**src/hw/rtl/tnp_pkg.sv**
```systemverilog
// Types, byte codes and reply policy shared by the telnet option parser.
package tnp_pkg;

    typedef enum logic [2:0] {
        ST_NORMAL = 3'd0,
        ST_IAC    = 3'd1,
        ST_OPT    = 3'd2,
        ST_SB     = 3'd3,
        ST_DATA   = 3'd4,
        ST_SE     = 3'd5,
        ST_EOL    = 3'd6
    } parser_state_t;

    typedef enum logic [1:0] {
        KIND_DATA    = 2'd0,
        KIND_REPLY   = 2'd1,
        KIND_WINSIZE = 2'd2
    } kind_t;

    localparam logic       OP_BYTE  = 1'b0;
    localparam logic       OP_START = 1'b1;

    localparam logic [1:0] CFG_DEFAULT_COLUMNS = 2'd0;
    localparam logic [1:0] CFG_DEFAULT_ROWS    = 2'd1;

    localparam logic [7:0] B_SE   = 8'd240;
    localparam logic [7:0] B_SB   = 8'd250;
    localparam logic [7:0] B_WILL = 8'd251;
    localparam logic [7:0] B_WONT = 8'd252;
    localparam logic [7:0] B_DO   = 8'd253;
    localparam logic [7:0] B_DONT = 8'd254;
    localparam logic [7:0] B_IAC  = 8'd255;
    localparam logic [7:0] B_CR   = 8'd13;
    localparam logic [7:0] B_LF   = 8'd10;

    localparam logic [7:0] OPT_ECHO   = 8'd1;
    localparam logic [7:0] OPT_SGA    = 8'd3;
    localparam logic [7:0] OPT_TTYPE  = 8'd24;
    localparam logic [7:0] OPT_NAWS   = 8'd31;
    localparam logic [7:0] OPT_TSPEED = 8'd32;

    localparam int NAWS_LEN = 4;

    localparam logic [15:0] RESET_COLUMNS = 16'd80;
    localparam logic [15:0] RESET_ROWS    = 16'd25;

    function automatic logic [7:0] reply_code(logic [7:0] code, logic [7:0] option);
        logic from_will;
        from_will = (code == B_WILL) || (code == B_WONT);
        if (option == OPT_SGA)
            reply_code = from_will ? B_DO : B_WILL;
        else if (option == OPT_TTYPE || option == OPT_NAWS || option == OPT_TSPEED)
            reply_code = B_DO;
        else
            reply_code = from_will ? B_DONT : B_WONT;
    endfunction

endpackage

```
**src/hw/rtl/tnp_rx_if.sv**
```systemverilog
// Request channel carrying received telnet bytes and session starts.
interface tnp_rx_if;
    logic       valid;
    logic       ready;
    logic       op;
    logic [7:0] rx_byte;

    modport source (output valid, output op, output rx_byte, input ready);
    modport sink   (input valid, input op, input rx_byte, output ready);
endinterface

```
**src/hw/rtl/tnp_tx_if.sv**
```systemverilog
// Result channel carrying shell data, peer replies and window size reports.
interface tnp_tx_if;
    logic        valid;
    logic        ready;
    logic [1:0]  kind;
    logic [7:0]  out_byte;
    logic        last;
    logic [15:0] columns;
    logic [15:0] rows;

    modport source (output valid, output kind, output out_byte, output last,
                    output columns, output rows, input ready);
    modport sink   (input valid, input kind, input out_byte, input last,
                    input columns, input rows, output ready);
endinterface

```
**src/hw/rtl/tnp_cfg_if.sv**
```systemverilog
// Configuration write channel: register index and write data.
interface tnp_cfg_if;
    logic        valid;
    logic        ready;
    logic [1:0]  index;
    logic [15:0] data;

    modport source (output valid, output index, output data, input ready);
    modport sink   (input valid, input index, input data, output ready);
endinterface

```
**src/hw/rtl/telnet_option_parser.sv**
```systemverilog
// Telnet receive-side option parser top level.
//
//  channel  role    payload
//  rx       sink    op, rx_byte
//  tx       source  kind, out_byte, last, columns, rows
//  cfg      sink    index, data (default_columns, default_rows)
//
// One request a cycle enters the input register while it has room; it is parsed
// combinationally and, once the result buffer is free, loaded into it as up to
// three results, which drain one per cycle on tx while tx is ready. They occupy
// the buffer until the last is taken; the input register holds one more request.
// Reset clears the parser to normal, sizes to 80 x 25, buffers empty.
// A stalled tx holds the buffer; rx stalls only once the input register is full.
module telnet_option_parser #(
    parameter int SUB_BUFFER_LEN = 32
) (
    input  logic     clk,
    input  logic     rst_n,
    tnp_rx_if.sink   rx,
    tnp_tx_if.source tx,
    tnp_cfg_if.sink  cfg
);

    localparam int CNT_W = $clog2(SUB_BUFFER_LEN + 1);

    tnp_pkg::parser_state_t state_reg, state_next;
    logic [7:0]       pend_reg, pend_next;
    logic [CNT_W-1:0] sub_count_reg, sub_count_next;
    logic [7:0]       sub_data_reg [4];
    logic             sub_we;
    logic [15:0]      cols_reg, cols_next;
    logic [15:0]      rows_reg, rows_next;
    logic [15:0]      def_cols_reg;
    logic [15:0]      def_rows_reg;

    logic             inp_valid_reg;
    logic             inp_op_reg;
    logic [7:0]       inp_byte_reg;

    logic [1:0]       res_cnt_reg;
    tnp_pkg::kind_t   slot_kind_reg [3];
    logic [7:0]       slot_byte_reg [3];

    logic [1:0]       n_res;
    tnp_pkg::kind_t   new_kind [3];
    logic [7:0]       new_byte [3];

    logic             buf_free;
    logic             consume;
    logic             tx_take;
    logic [15:0]      naws_cols;
    logic [15:0]      naws_rows;

    assign tx_take  = tx.valid && tx.ready;
    assign buf_free = (res_cnt_reg == 2'd0) || (res_cnt_reg == 2'd1 && tx.ready);
    assign consume  = inp_valid_reg && buf_free;
    assign rx.ready = !inp_valid_reg || consume;
    assign cfg.ready = 1'b1;

    assign naws_cols = {sub_data_reg[0], sub_data_reg[1]};
    assign naws_rows = {sub_data_reg[2], sub_data_reg[3]};

    // next parser state
    always_comb
    begin
        state_next = state_reg;
        if (inp_op_reg == tnp_pkg::OP_START)
        begin
            state_next = tnp_pkg::ST_NORMAL;
        end
        else
        begin
            unique case (state_reg)
                tnp_pkg::ST_IAC:
                begin
                    if (inp_byte_reg == tnp_pkg::B_IAC)
                        state_next = tnp_pkg::ST_NORMAL;
                    else if (inp_byte_reg >= tnp_pkg::B_WILL
                             && inp_byte_reg <= tnp_pkg::B_DONT)
                        state_next = tnp_pkg::ST_OPT;
                    else if (inp_byte_reg == tnp_pkg::B_SB)
                        state_next = tnp_pkg::ST_SB;
                    else
                        state_next = tnp_pkg::ST_NORMAL;
                end
                tnp_pkg::ST_OPT:  state_next = tnp_pkg::ST_NORMAL;
                tnp_pkg::ST_SB:   state_next = tnp_pkg::ST_DATA;
                tnp_pkg::ST_DATA:
                begin
                    if (inp_byte_reg == tnp_pkg::B_IAC)
                        state_next = tnp_pkg::ST_SE;
                end
                tnp_pkg::ST_SE:   state_next = tnp_pkg::ST_NORMAL;
                tnp_pkg::ST_EOL:
                begin
                    if (inp_byte_reg == tnp_pkg::B_IAC)
                        state_next = tnp_pkg::ST_IAC;
                    else
                        state_next = tnp_pkg::ST_NORMAL;
                end
                default:
                begin
                    if (inp_byte_reg == tnp_pkg::B_IAC)
                        state_next = tnp_pkg::ST_IAC;
                    else if (inp_byte_reg == tnp_pkg::B_CR)
                        state_next = tnp_pkg::ST_EOL;
                    else
                        state_next = tnp_pkg::ST_NORMAL;
                end
            endcase
        end
    end

    // results and data-path updates
    always_comb
    begin
        pend_next      = pend_reg;
        sub_count_next = sub_count_reg;
        sub_we         = 1'b0;
        cols_next      = cols_reg;
        rows_next      = rows_reg;
        n_res          = 2'd0;
        new_kind[0]    = tnp_pkg::KIND_DATA;
        new_kind[1]    = tnp_pkg::KIND_REPLY;
        new_kind[2]    = tnp_pkg::KIND_REPLY;
        new_byte[0]    = inp_byte_reg;
        new_byte[1]    = 8'd0;
        new_byte[2]    = 8'd0;
        if (inp_op_reg == tnp_pkg::OP_START)
        begin
            pend_next      = 8'd0;
            sub_count_next = '0;
            cols_next      = (def_cols_reg != 16'd0) ? def_cols_reg : 16'd1;
            rows_next      = (def_rows_reg != 16'd0) ? def_rows_reg : 16'd1;
            n_res          = 2'd3;
            new_kind[0]    = tnp_pkg::KIND_REPLY;
            new_byte[0]    = tnp_pkg::B_IAC;
            new_byte[1]    = tnp_pkg::B_WILL;
            new_byte[2]    = tnp_pkg::OPT_ECHO;
        end
        else
        begin
            unique case (state_reg)
                tnp_pkg::ST_IAC:
                begin
                    if (inp_byte_reg == tnp_pkg::B_IAC)
                        n_res = 2'd1;
                    else if (inp_byte_reg >= tnp_pkg::B_WILL
                             && inp_byte_reg <= tnp_pkg::B_DONT)
                        pend_next = inp_byte_reg;
                end
                tnp_pkg::ST_OPT:
                begin
                    if (inp_byte_reg != tnp_pkg::OPT_ECHO)
                    begin
                        n_res       = 2'd3;
                        new_kind[0] = tnp_pkg::KIND_REPLY;
                        new_byte[0] = tnp_pkg::B_IAC;
                        new_byte[1] = tnp_pkg::reply_code(pend_reg, inp_byte_reg);
                        new_byte[2] = inp_byte_reg;
                    end
                end
                tnp_pkg::ST_SB:
                begin
                    pend_next      = inp_byte_reg;
                    sub_count_next = '0;
                end
                tnp_pkg::ST_DATA:
                begin
                    if (inp_byte_reg != tnp_pkg::B_IAC
                        && sub_count_reg < CNT_W'(SUB_BUFFER_LEN))
                    begin
                        sub_we         = (sub_count_reg < CNT_W'(tnp_pkg::NAWS_LEN));
                        sub_count_next = sub_count_reg + 1'b1;
                    end
                end
                tnp_pkg::ST_SE:
                begin
                    if (inp_byte_reg == tnp_pkg::B_SE && pend_reg == tnp_pkg::OPT_NAWS
                        && sub_count_reg == CNT_W'(tnp_pkg::NAWS_LEN))
                    begin
                        if (naws_cols != 16'd0)
                            cols_next = naws_cols;
                        if (naws_rows != 16'd0)
                            rows_next = naws_rows;
                        n_res       = 2'd1;
                        new_kind[0] = tnp_pkg::KIND_WINSIZE;
                        new_byte[0] = 8'd0;
                    end
                end
                tnp_pkg::ST_EOL:
                begin
                    if (inp_byte_reg != tnp_pkg::B_IAC && inp_byte_reg != tnp_pkg::B_LF)
                        n_res = 2'd1;
                end
                default:
                begin
                    if (inp_byte_reg != tnp_pkg::B_IAC)
                        n_res = 2'd1;
                end
            endcase
        end
    end

    always_ff @(posedge clk or negedge rst_n)
    begin
        if (!rst_n)
        begin
            inp_valid_reg <= 1'b0;
            res_cnt_reg   <= 2'd0;
            state_reg     <= tnp_pkg::ST_NORMAL;
            pend_reg      <= 8'd0;
            sub_count_reg <= '0;
            cols_reg      <= tnp_pkg::RESET_COLUMNS;
            rows_reg      <= tnp_pkg::RESET_ROWS;
            def_cols_reg  <= tnp_pkg::RESET_COLUMNS;
            def_rows_reg  <= tnp_pkg::RESET_ROWS;
        end
        else
        begin
            if (rx.valid && rx.ready)
                inp_valid_reg <= 1'b1;
            else if (consume)
                inp_valid_reg <= 1'b0;

            if (consume)
            begin
                res_cnt_reg   <= n_res;
                state_reg     <= state_next;
                pend_reg      <= pend_next;
                sub_count_reg <= sub_count_next;
                cols_reg      <= cols_next;
                rows_reg      <= rows_next;
            end
            else if (tx_take)
            begin
                res_cnt_reg <= res_cnt_reg - 2'd1;
            end

            if (cfg.valid && cfg.ready)
            begin
                if (cfg.index == tnp_pkg::CFG_DEFAULT_COLUMNS)
                    def_cols_reg <= cfg.data;
                else if (cfg.index == tnp_pkg::CFG_DEFAULT_ROWS)
                    def_rows_reg <= cfg.data;
            end
        end
    end

    always_ff @(posedge clk)
    begin
        if (rx.valid && rx.ready)
        begin
            inp_op_reg   <= rx.op;
            inp_byte_reg <= rx.rx_byte;
        end

        if (consume && sub_we)
            sub_data_reg[sub_count_reg[1:0]] <= inp_byte_reg;

        if (consume)
        begin
            for (int i = 0; i < 3; i++)
            begin
                slot_kind_reg[i] <= new_kind[i];
                slot_byte_reg[i] <= new_byte[i];
            end
        end
        else if (tx_take)
        begin
            slot_kind_reg[0] <= slot_kind_reg[1];
            slot_byte_reg[0] <= slot_byte_reg[1];
            slot_kind_reg[1] <= slot_kind_reg[2];
            slot_byte_reg[1] <= slot_byte_reg[2];
        end
    end

    assign tx.valid    = (res_cnt_reg != 2'd0);
    assign tx.kind     = slot_kind_reg[0];
    assign tx.out_byte = slot_byte_reg[0];
    assign tx.last     = (res_cnt_reg == 2'd1);
    assign tx.columns  = cols_reg;
    assign tx.rows     = rows_reg;

`ifndef SYNTHESIS
    a_start_clears: assert property (@(posedge clk) disable iff (!rst_n)
        (consume && inp_op_reg == tnp_pkg::OP_START) |=>
            (state_reg == tnp_pkg::ST_NORMAL && sub_count_reg == '0 && res_cnt_reg == 2'd3
             && slot_byte_reg[0] == tnp_pkg::B_IAC))
        else $error("session start did not clear parser or load reply");

    a_size_nonzero: assert property (@(posedge clk) disable iff (!rst_n)
        (cols_reg != 16'd0) && (rows_reg != 16'd0))
        else $error("terminal size became zero");

    a_count_bound: assert property (@(posedge clk) disable iff (!rst_n)
        sub_count_reg <= CNT_W'(SUB_BUFFER_LEN))
        else $error("subnegotiation count beyond buffer length");

    a_no_overrun: assert property (@(posedge clk) disable iff (!rst_n)
        (consume && n_res != 2'd0) |=> tx.valid)
        else $error("parsed results lost");
`endif

endmodule
```
**src/flat_wrapper.sv**
```systemverilog
// flat-port wrapper written by rule: the top's interface ports become plain ports
module telnet_option_parser_flat 
#(
    parameter int SUB_BUFFER_LEN = 32
)
  (clk, rst_n, rx_valid, rx_op, rx_rx_byte, rx_ready, tx_valid, tx_kind, tx_out_byte, tx_last, tx_columns, tx_rows, tx_ready, cfg_valid, cfg_index, cfg_data, cfg_ready);
  tnp_rx_if rx_i ();
  tnp_tx_if tx_i ();
  tnp_cfg_if cfg_i ();
  input  logic clk;
  input  logic rst_n;
  input wire logic [$bits(rx_i.valid)-1:0] rx_valid;
  input wire logic [$bits(rx_i.op)-1:0] rx_op;
  input wire logic [$bits(rx_i.rx_byte)-1:0] rx_rx_byte;
  output wire logic [$bits(rx_i.ready)-1:0] rx_ready;
  output wire logic [$bits(tx_i.valid)-1:0] tx_valid;
  output wire logic [$bits(tx_i.kind)-1:0] tx_kind;
  output wire logic [$bits(tx_i.out_byte)-1:0] tx_out_byte;
  output wire logic [$bits(tx_i.last)-1:0] tx_last;
  output wire logic [$bits(tx_i.columns)-1:0] tx_columns;
  output wire logic [$bits(tx_i.rows)-1:0] tx_rows;
  input wire logic [$bits(tx_i.ready)-1:0] tx_ready;
  input wire logic [$bits(cfg_i.valid)-1:0] cfg_valid;
  input wire logic [$bits(cfg_i.index)-1:0] cfg_index;
  input wire logic [$bits(cfg_i.data)-1:0] cfg_data;
  output wire logic [$bits(cfg_i.ready)-1:0] cfg_ready;
  assign rx_i.valid = rx_valid;
  assign rx_i.op = rx_op;
  assign rx_i.rx_byte = rx_rx_byte;
  assign rx_ready = rx_i.ready;
  assign tx_valid = tx_i.valid;
  assign tx_kind = tx_i.kind;
  assign tx_out_byte = tx_i.out_byte;
  assign tx_last = tx_i.last;
  assign tx_columns = tx_i.columns;
  assign tx_rows = tx_i.rows;
  assign tx_i.ready = tx_ready;
  assign cfg_i.valid = cfg_valid;
  assign cfg_i.index = cfg_index;
  assign cfg_i.data = cfg_data;
  assign cfg_ready = cfg_i.ready;
  telnet_option_parser #(.SUB_BUFFER_LEN(SUB_BUFFER_LEN)) u_core (.clk(clk), .rst_n(rst_n), .rx(rx_i), .tx(tx_i), .cfg(cfg_i));
endmodule
```
**config.mk**
```make
export PLATFORM = sky130hd
export DESIGN_NAME = telnet_option_parser_flat
export DESIGN_NICKNAME = d
export VERILOG_FILES = /design/src/hw/rtl/tnp_pkg.sv /design/src/hw/rtl/tnp_rx_if.sv /design/src/hw/rtl/tnp_tx_if.sv /design/src/hw/rtl/tnp_cfg_if.sv /design/src/hw/rtl/telnet_option_parser.sv /design/src/flat_wrapper.sv
export SDC_FILE = /design/constraint.sdc
export NUM_CORES = 1
export LEC_CHECK = 0
export ABC_AREA = 1
export BUFFER_PORTS_ARGS = -buffer_cell sky130_fd_sc_hd__buf_2
export CAP_MARGIN = 10
export CELL_PAD_IN_SITES_DETAIL_PLACEMENT = 0
export CELL_PAD_IN_SITES_GLOBAL_PLACEMENT = 2
export CORE_UTILIZATION = 37
export DETAILED_ROUTE_END_ITERATION = 16
export PLACE_DENSITY = 0.83
export SETUP_SLACK_MARGIN = 0.3
export SLEW_MARGIN = 10
export SYNTH_ARGS = -nofsm -noshare
export SYNTH_HDL_FRONTEND = slang
export SYNTH_SLANG_ARGS = --single-unit
```
**constraint.sdc**
```tcl
create_clock -name clk -period 2.7 [get_ports clk]
set_input_delay 0.54 -clock clk [delete_from_list [all_inputs] [get_ports clk]]
set_output_delay 0.54 -clock clk [all_outputs]
set_load 0.02 [all_outputs]
```
After elaboration in Yosys (flattened, before gate mapping)
Memory sizes are Yosys's and may differ from the RTL's.
Index checks and enable logic that the tools add are counted.
Widths: inputs -> output; s select.
{ "classes": {"bitwise_logic": 5, "muxes": 64, "add_sub_neg": 2, "reduce_logical": 40, "eq_ne": 27, "order_cmp": 4} }
{ "ops": {"columns": ["cell", "n"], "rows": [
  ["$mux 16", 11],
  ["$mux 8", 8],
  ["$reduce_bool 16->1", 4],
  ["$mux 24", 2],
  ["$eq 8x8->1 const B", 5],
  ["$pmux 8 s2", 2],
  ["$eq 8x5->1 const B", 3],
  ["$mux 3", 7],
  ["$mux 2", 10],
  ["$mux 1", 18],
  ["$pmux 3 s5", 1],
  ["$reduce_bool 2->1", 7],
  ["$mux 6", 2],
  ["$pmux 6 s2", 1],
  ["$reduce_and 4->1", 3],
  ["$logic_and 1x1->1", 10],
  ["$pmux 2 s5", 1],
  ["$eq 3x3->1 const B", 3],
  ["$ne 3x1->1 const B", 3],
  ["$eq 8x2->1 const B", 1],
  ["$eq 8x4->1 const B", 1],
  ["$eq 8x6->1 const B", 1],
  ["$ge 8x8->1 const B", 1],
  ["$le 8x8->1 const B", 1],
  ["22 further kinds", 36]
]} }
{ "word_totals": {"ram_bits": 62, "mem_count": 3, "elab_cells": 156, "ff_bits": 93, "input_bits": 32} }
{ "mem_list": {"columns": ["memory", "words", "word_bits", "read_ports", "rd_ports_with_merged_regs", "wr", "line", "text"], "rows": [
  ["u_core.sub_data_reg", 4, 8, 4, 0, 1, "telnet_option_parser.sv:29", "logic [7:0] sub_data_reg [4];"],
  ["u_core.slot_byte_reg", 3, 8, 3, 0, 3, "telnet_option_parser.sv:42", "logic [7:0] slot_byte_reg [3];"],
  ["u_core.slot_kind_reg", 3, 2, 3, 0, 3, "telnet_option_parser.sv:41", "tnp_pkg::kind_t slot_kind_reg [3];"]
]} }

Logic depth before layout (Yosys ltp)
{ "depth": {"word_depth": 9, "ltp_mapped": 13} }

Least setup slack after synthesis
Ideal clock, no wire load.
{ "synth_path": {"path_type": "register to register", "start": "register u_core.res_cnt_reg[1]", "end": "memory u_core.sub_data_reg[1][0], enable pin", "path_stages_with_launch": 9, "path_buffers": 0, "arrival_time_ps": 1701, "setup_time_ps": 371, "path_slack_ps": 628, "required_ps": 2329, "cell_sequence": "dfrtp_1 inv_1 ha_1 nand2_1 nand2_1 nand2_2 inv_2 nand4_1 nor2_1"} }
{ "synth_between": {"elab_chain_len": 7, "word_cells_on_any_way": 8, "classes_between": "eq/ne (1); mux (2); reduce/logical (5)"} }
{ "synth_lines": {"columns": ["element", "line", "text"], "rows": [
  ["start, declared", "telnet_option_parser.sv:40", "logic [1:0] res_cnt_reg;"],
  ["start signal, assigned", "telnet_option_parser.sv:228", "res_cnt_reg <= n_res;"],
  ["start signal, assigned", "telnet_option_parser.sv:237", "res_cnt_reg <= res_cnt_reg - 2'd1;"],
  ["$eq 2x1->1", null, null],
  ["via tx_last", "flat_wrapper.sv:19", "output wire logic [$bits(tx_i.last)-1:0] tx_last;"],
  ["$logic_and 1x1->1", "telnet_option_parser.sv:55", "assign buf_free = (res_cnt_reg == 2'd0) || (res_cnt_reg == 2'd1 && tx.ready);"],
  ["$logic_or 1x1->1", "telnet_option_parser.sv:55", null],
  ["$logic_and 1x1->1", "telnet_option_parser.sv:56", "assign consume = inp_valid_reg && buf_free;"],
  ["via u_core.consume", "telnet_option_parser.sv:49", "logic consume;"],
  ["$logic_and 1x1->1", "telnet_option_parser.sv:258", "if (consume && sub_we)"],
  ["$mux 1", "telnet_option_parser.sv:258", null],
  ["$mux 1 (implied by the code)", "telnet_option_parser.sv:259", "sub_data_reg[sub_count_reg[1:0]] <= inp_byte_reg;"],
  ["end, declared", "telnet_option_parser.sv:29", null]
]} }
The timed path passes the listed nets, and every way through them passes these cells.

Worst setup path in the final report
{ "layout_path": {"start": "register u_core.res_cnt_reg[0]", "end": "register u_core.cols_reg[15] (netlist: u_core.tx.columns[15])"} }
{ "layout_between": {"elab_chain_len": 5, "word_cells_on_any_way": 6, "classes_between": "eq/ne (1); reduce/logical (5)"} }
{ "layout_lines": {"columns": ["element", "line", "text"], "rows": [
  ["$eq 2x1->1", "telnet_option_parser.sv:55", null],
  ["$logic_and 1x1->1", "telnet_option_parser.sv:55", null],
  ["$logic_or 1x1->1 (*)", "telnet_option_parser.sv:55", null],
  ["$logic_and 1x1->1 (*)", "telnet_option_parser.sv:56", null],
  ["via u_core.consume", "telnet_option_parser.sv:49", null],
  ["$reduce_and 4->1 (no source line) (*)", null, null],
  ["end signal, assigned", "telnet_option_parser.sv:214", "cols_reg <= tnp_pkg::RESET_COLUMNS;"],
  ["end signal, assigned", "telnet_option_parser.sv:232", "cols_reg <= cols_next;"],
  ["end, declared", "telnet_option_parser.sv:31", "logic [15:0] cols_reg, cols_next;"]
]} }
Mark *: on every way through the listed nets, which the timed path passes. The rest lies on a longest branch.
A chain may end at the register's enable or synchronous reset.

==> reports/results.tsv <==
metric	value	unit
syn avg cell area	9.47	um^2
IR Drop Worst-Case VDD	0.000804	V
CP bufs+invs	4	
register area	4130	um^2
Main synth FF type	dfrtp_1	
maximum net fanout on the critical path	16	
CTS root buf	clkbuf_16	
period utilization	0.831	
Max stage delay on crit path	0.41	ns
setup_tns	0	ns
final core occ	0.441	
Rows	50	
number of flip-flops in the largest register	32	
total CTS buffers	17	
Via density	4.96	
Initial Utilization	0.378	
DRC viols	0	
Multi-input gate area	2460	um^2
TritonCTS clock tree	built	
Leak	3.73	nW
die area	19700	um^2
via count	5337	
ANT cells	0	
CP delay by family, top	buffers and inverters	
Min-Delay Path Class	in -> async	
Flop pwr share	0.430	
Critical Path Sink Type	register	
largest net degree at the start of global routing	55	
unrepaired setup endpoints after global routing	yes	
commonest non-fill, non-tap cell in the layout	nand2_1	
Gate power share	0.306	
top cells by area in the synthesized netlist	edfxtp_1 28%, dfrtp_1 26%, nand2_1 7.8%	
count of different cell masters after synthesis	34	
largest area contributor in the netlist	edfxtp_1	
number of synthesized flops with an enable pin	67	
clk sinks	151	
post-DP HPWL	12700	um
critical path depth	11	
Die Span X	140	um
CTS max path bufs	2	
minimum clock period	2.24	ns
worst-path cell chain	inv_1 -> ha_1 -> inv_2 -> nand2_1 -> nand2_2 -> inv_2 -> o21ai_0 -> inv_2 -> nand3_4 -> nand2_2 -> o21ai_2	
syn_nets	787	
GPL Wtd Cong	0.821	
slowest CP cell	dfrtp_1	
switching power of the nets	3.13	mW
port buffer count	76	
Total Nets Final	866	
status	complete, no violations	
Area growth, synth to finish	16.8	%
final hold vios	0	
I/O pins	78	
Core ar.	18800	um^2
FMAX	446	MHz
Worst-Skew Late Latency	0.42	ns
final std cells w/o fill	1075	
share of the synthesized area in the top cell type	0.284	
Yosys reg bits	151	
GRT Util Overall	0.187	
chip height	140	um
routed wire length	17800	um
minimum hold slack	0.0763	ns
Worst Max-Slew Pin Slew	0.899	ns
Post-Synthesis Cells	749	
commonest non-fill, non-tap cells in the layout	147 x nand2_1, 100 x nor2_1, 79 x inv_1	
P_int	5.36	mW
PD cells	1020	nW/um^2
switching share of power	0.369	
Iteration-0 DRC Markers	373	
most used cell, CP	inv_2	
Placed Cells	1040	
CP Data Required Time	3.00	ns
YS warnings	0	
CP Class	reg -> reg	
vias in the first global route	5119	
power share of the clock group	0.265	
Final Slew Violations	0	
clk slew on worst S/H paths	0.06	ns
fillers	1824	
max-cap violation count	0	
Pre-antenna DRT Iters	5	
final setup vio count	0	
first-pass GRT wire length	27800	um
layout cell share with drive strength beyond 1	0.254	
relative slew slack	0.399	
Routed WL per cell	16.6	um
sequential share of the synthesized area	0.582	
antenna violations before repair	0	
worst reg-to-reg path cell count	11	
Worst EP arrival	2.54	ns
crit start category	register	
clk_skew	0.00925	ns
Routed Antenna Nets	0	
global route overflow	0	
synthesized area	7090	um^2
ys async rst share	0.556	
Pwr Total	8.49	mW
H-tree level count	4	
[metal layers]
| layer | GRT usage | up-vias | routed length, um |
|---|---|---|---|
| met5 | 0 | - | 0 |
| met4 | 0.0625 | 0 | 269 |
| li1 | - | 2606 | - |
| met3 | 0.0444 | 19 | 882 |
| met1 | 0.242 | 2566 | 8010 |
| met2 | 0.308 | 146 | 8670 |
[what timing repair did]
item	in CTS	in global routing
gates resized for setup	0	4
hold buffers	0	0
setup endpoints to repair	0	42
buffers inserted	0	1
[worst register-to-register path, delay by kind of cell, from the launching register on]
| kind | cells | cell delay, ns |
|---|---|---|
| buf+inv | 4 | 0.65 |
| simple gates | 4 | 0.64 |
| flops | 1 | 0.41 |
| compound gates | 2 | 0.24 |
| fa+ha+maj | 1 | 0.20 |
[cells by family after synthesis]
kind of cell             share of synthesized area
multiplexers                               0.00423
buffers and inverters                       0.0769
AO/OA/AOI/OAI                                0.117
adder cells (fa/ha/maj)                     0.0106
flip-flops                                   0.582
other                                     0.000529
AND/OR/NAND/NOR                              0.209
[power groups by stage]
stage | clock network, mW | registers, mW | logic [mW]
2_1_floorplan | 0 | 3.82 | 1.67
3_3_place_gp | 0 | 3.67 | 2.52
3_5_place_dp | 0 | 3.68 | 2.58
4_1_cts | 2.30 | 3.65 | 2.58
5_1_grt | 2.40 | 3.72 | 2.89
6_report | 2.25 | 3.65 | 2.60
[final cells by class]
cell class	instances	area share
inverters	86	0.0390
flip-flops and latches	151	0.498
well taps	234	0.0353
clock inverters	6	0.00483
multi-input cells	481	0.297
clock buffers	26	0.0633
repair buffers	91	0.0628
[synth_stat cells, types with 2 or more instances]
cell,instances
nor2_1,100
inv_2,6
o21ai_0,58
nand2_1,148
ha_1,6
nand3_1,28
buf_6,8
buf_1,2
a21oi_1,33
or2_2,2
dfstp_2,10
buf_4,9
clkbuf_1,10
edfxtp_1,67
o21ai_2,40
nand4_1,16
buf_2,4
nand2_2,23
mux2i_1,3
nor3_1,7
inv_1,80
dfrtp_1,74
nand3_4,2
nor2_4,3
[final timing paths]
check | startpoint | end | slack, ns
worst min-delay path | rst_n | u_core.tx.columns[3]$_DFFE_PN0P_ | 0.08
worst max-delay path | u_core.res_cnt_reg[0]$_DFFE_PN0P_ | u_core.tx.columns[15]$_DFFE_PN0P_ | 0.46
max in group asynchronous | rst_n | u_core.def_rows_reg[4]$_DFFE_PN1P_ | 1.92
worst min register to register | u_core.tx.columns[4]$_DFFE_PN1P_ | u_core.tx.columns[4]$_DFFE_PN1P_ | 0.48
min in group clk | rx_op | u_core.inp_op_reg$_DFFE_PP_ | 0.30
worst max register to register | u_core.res_cnt_reg[0]$_DFFE_PN0P_ | u_core.tx.columns[15]$_DFFE_PN0P_ | 0.46
[through the flow]
step / area [um^2] / setup slack (ns)
finish: 8280 / 0.456
global route: 8280 / 0.273
CTS: 8230 / 0.320
detailed placement: 7660 / 0.352
global placement: 7660 / 0.379
floorplan: 7090 / 0.628
(Power assumes the default switching activity.)
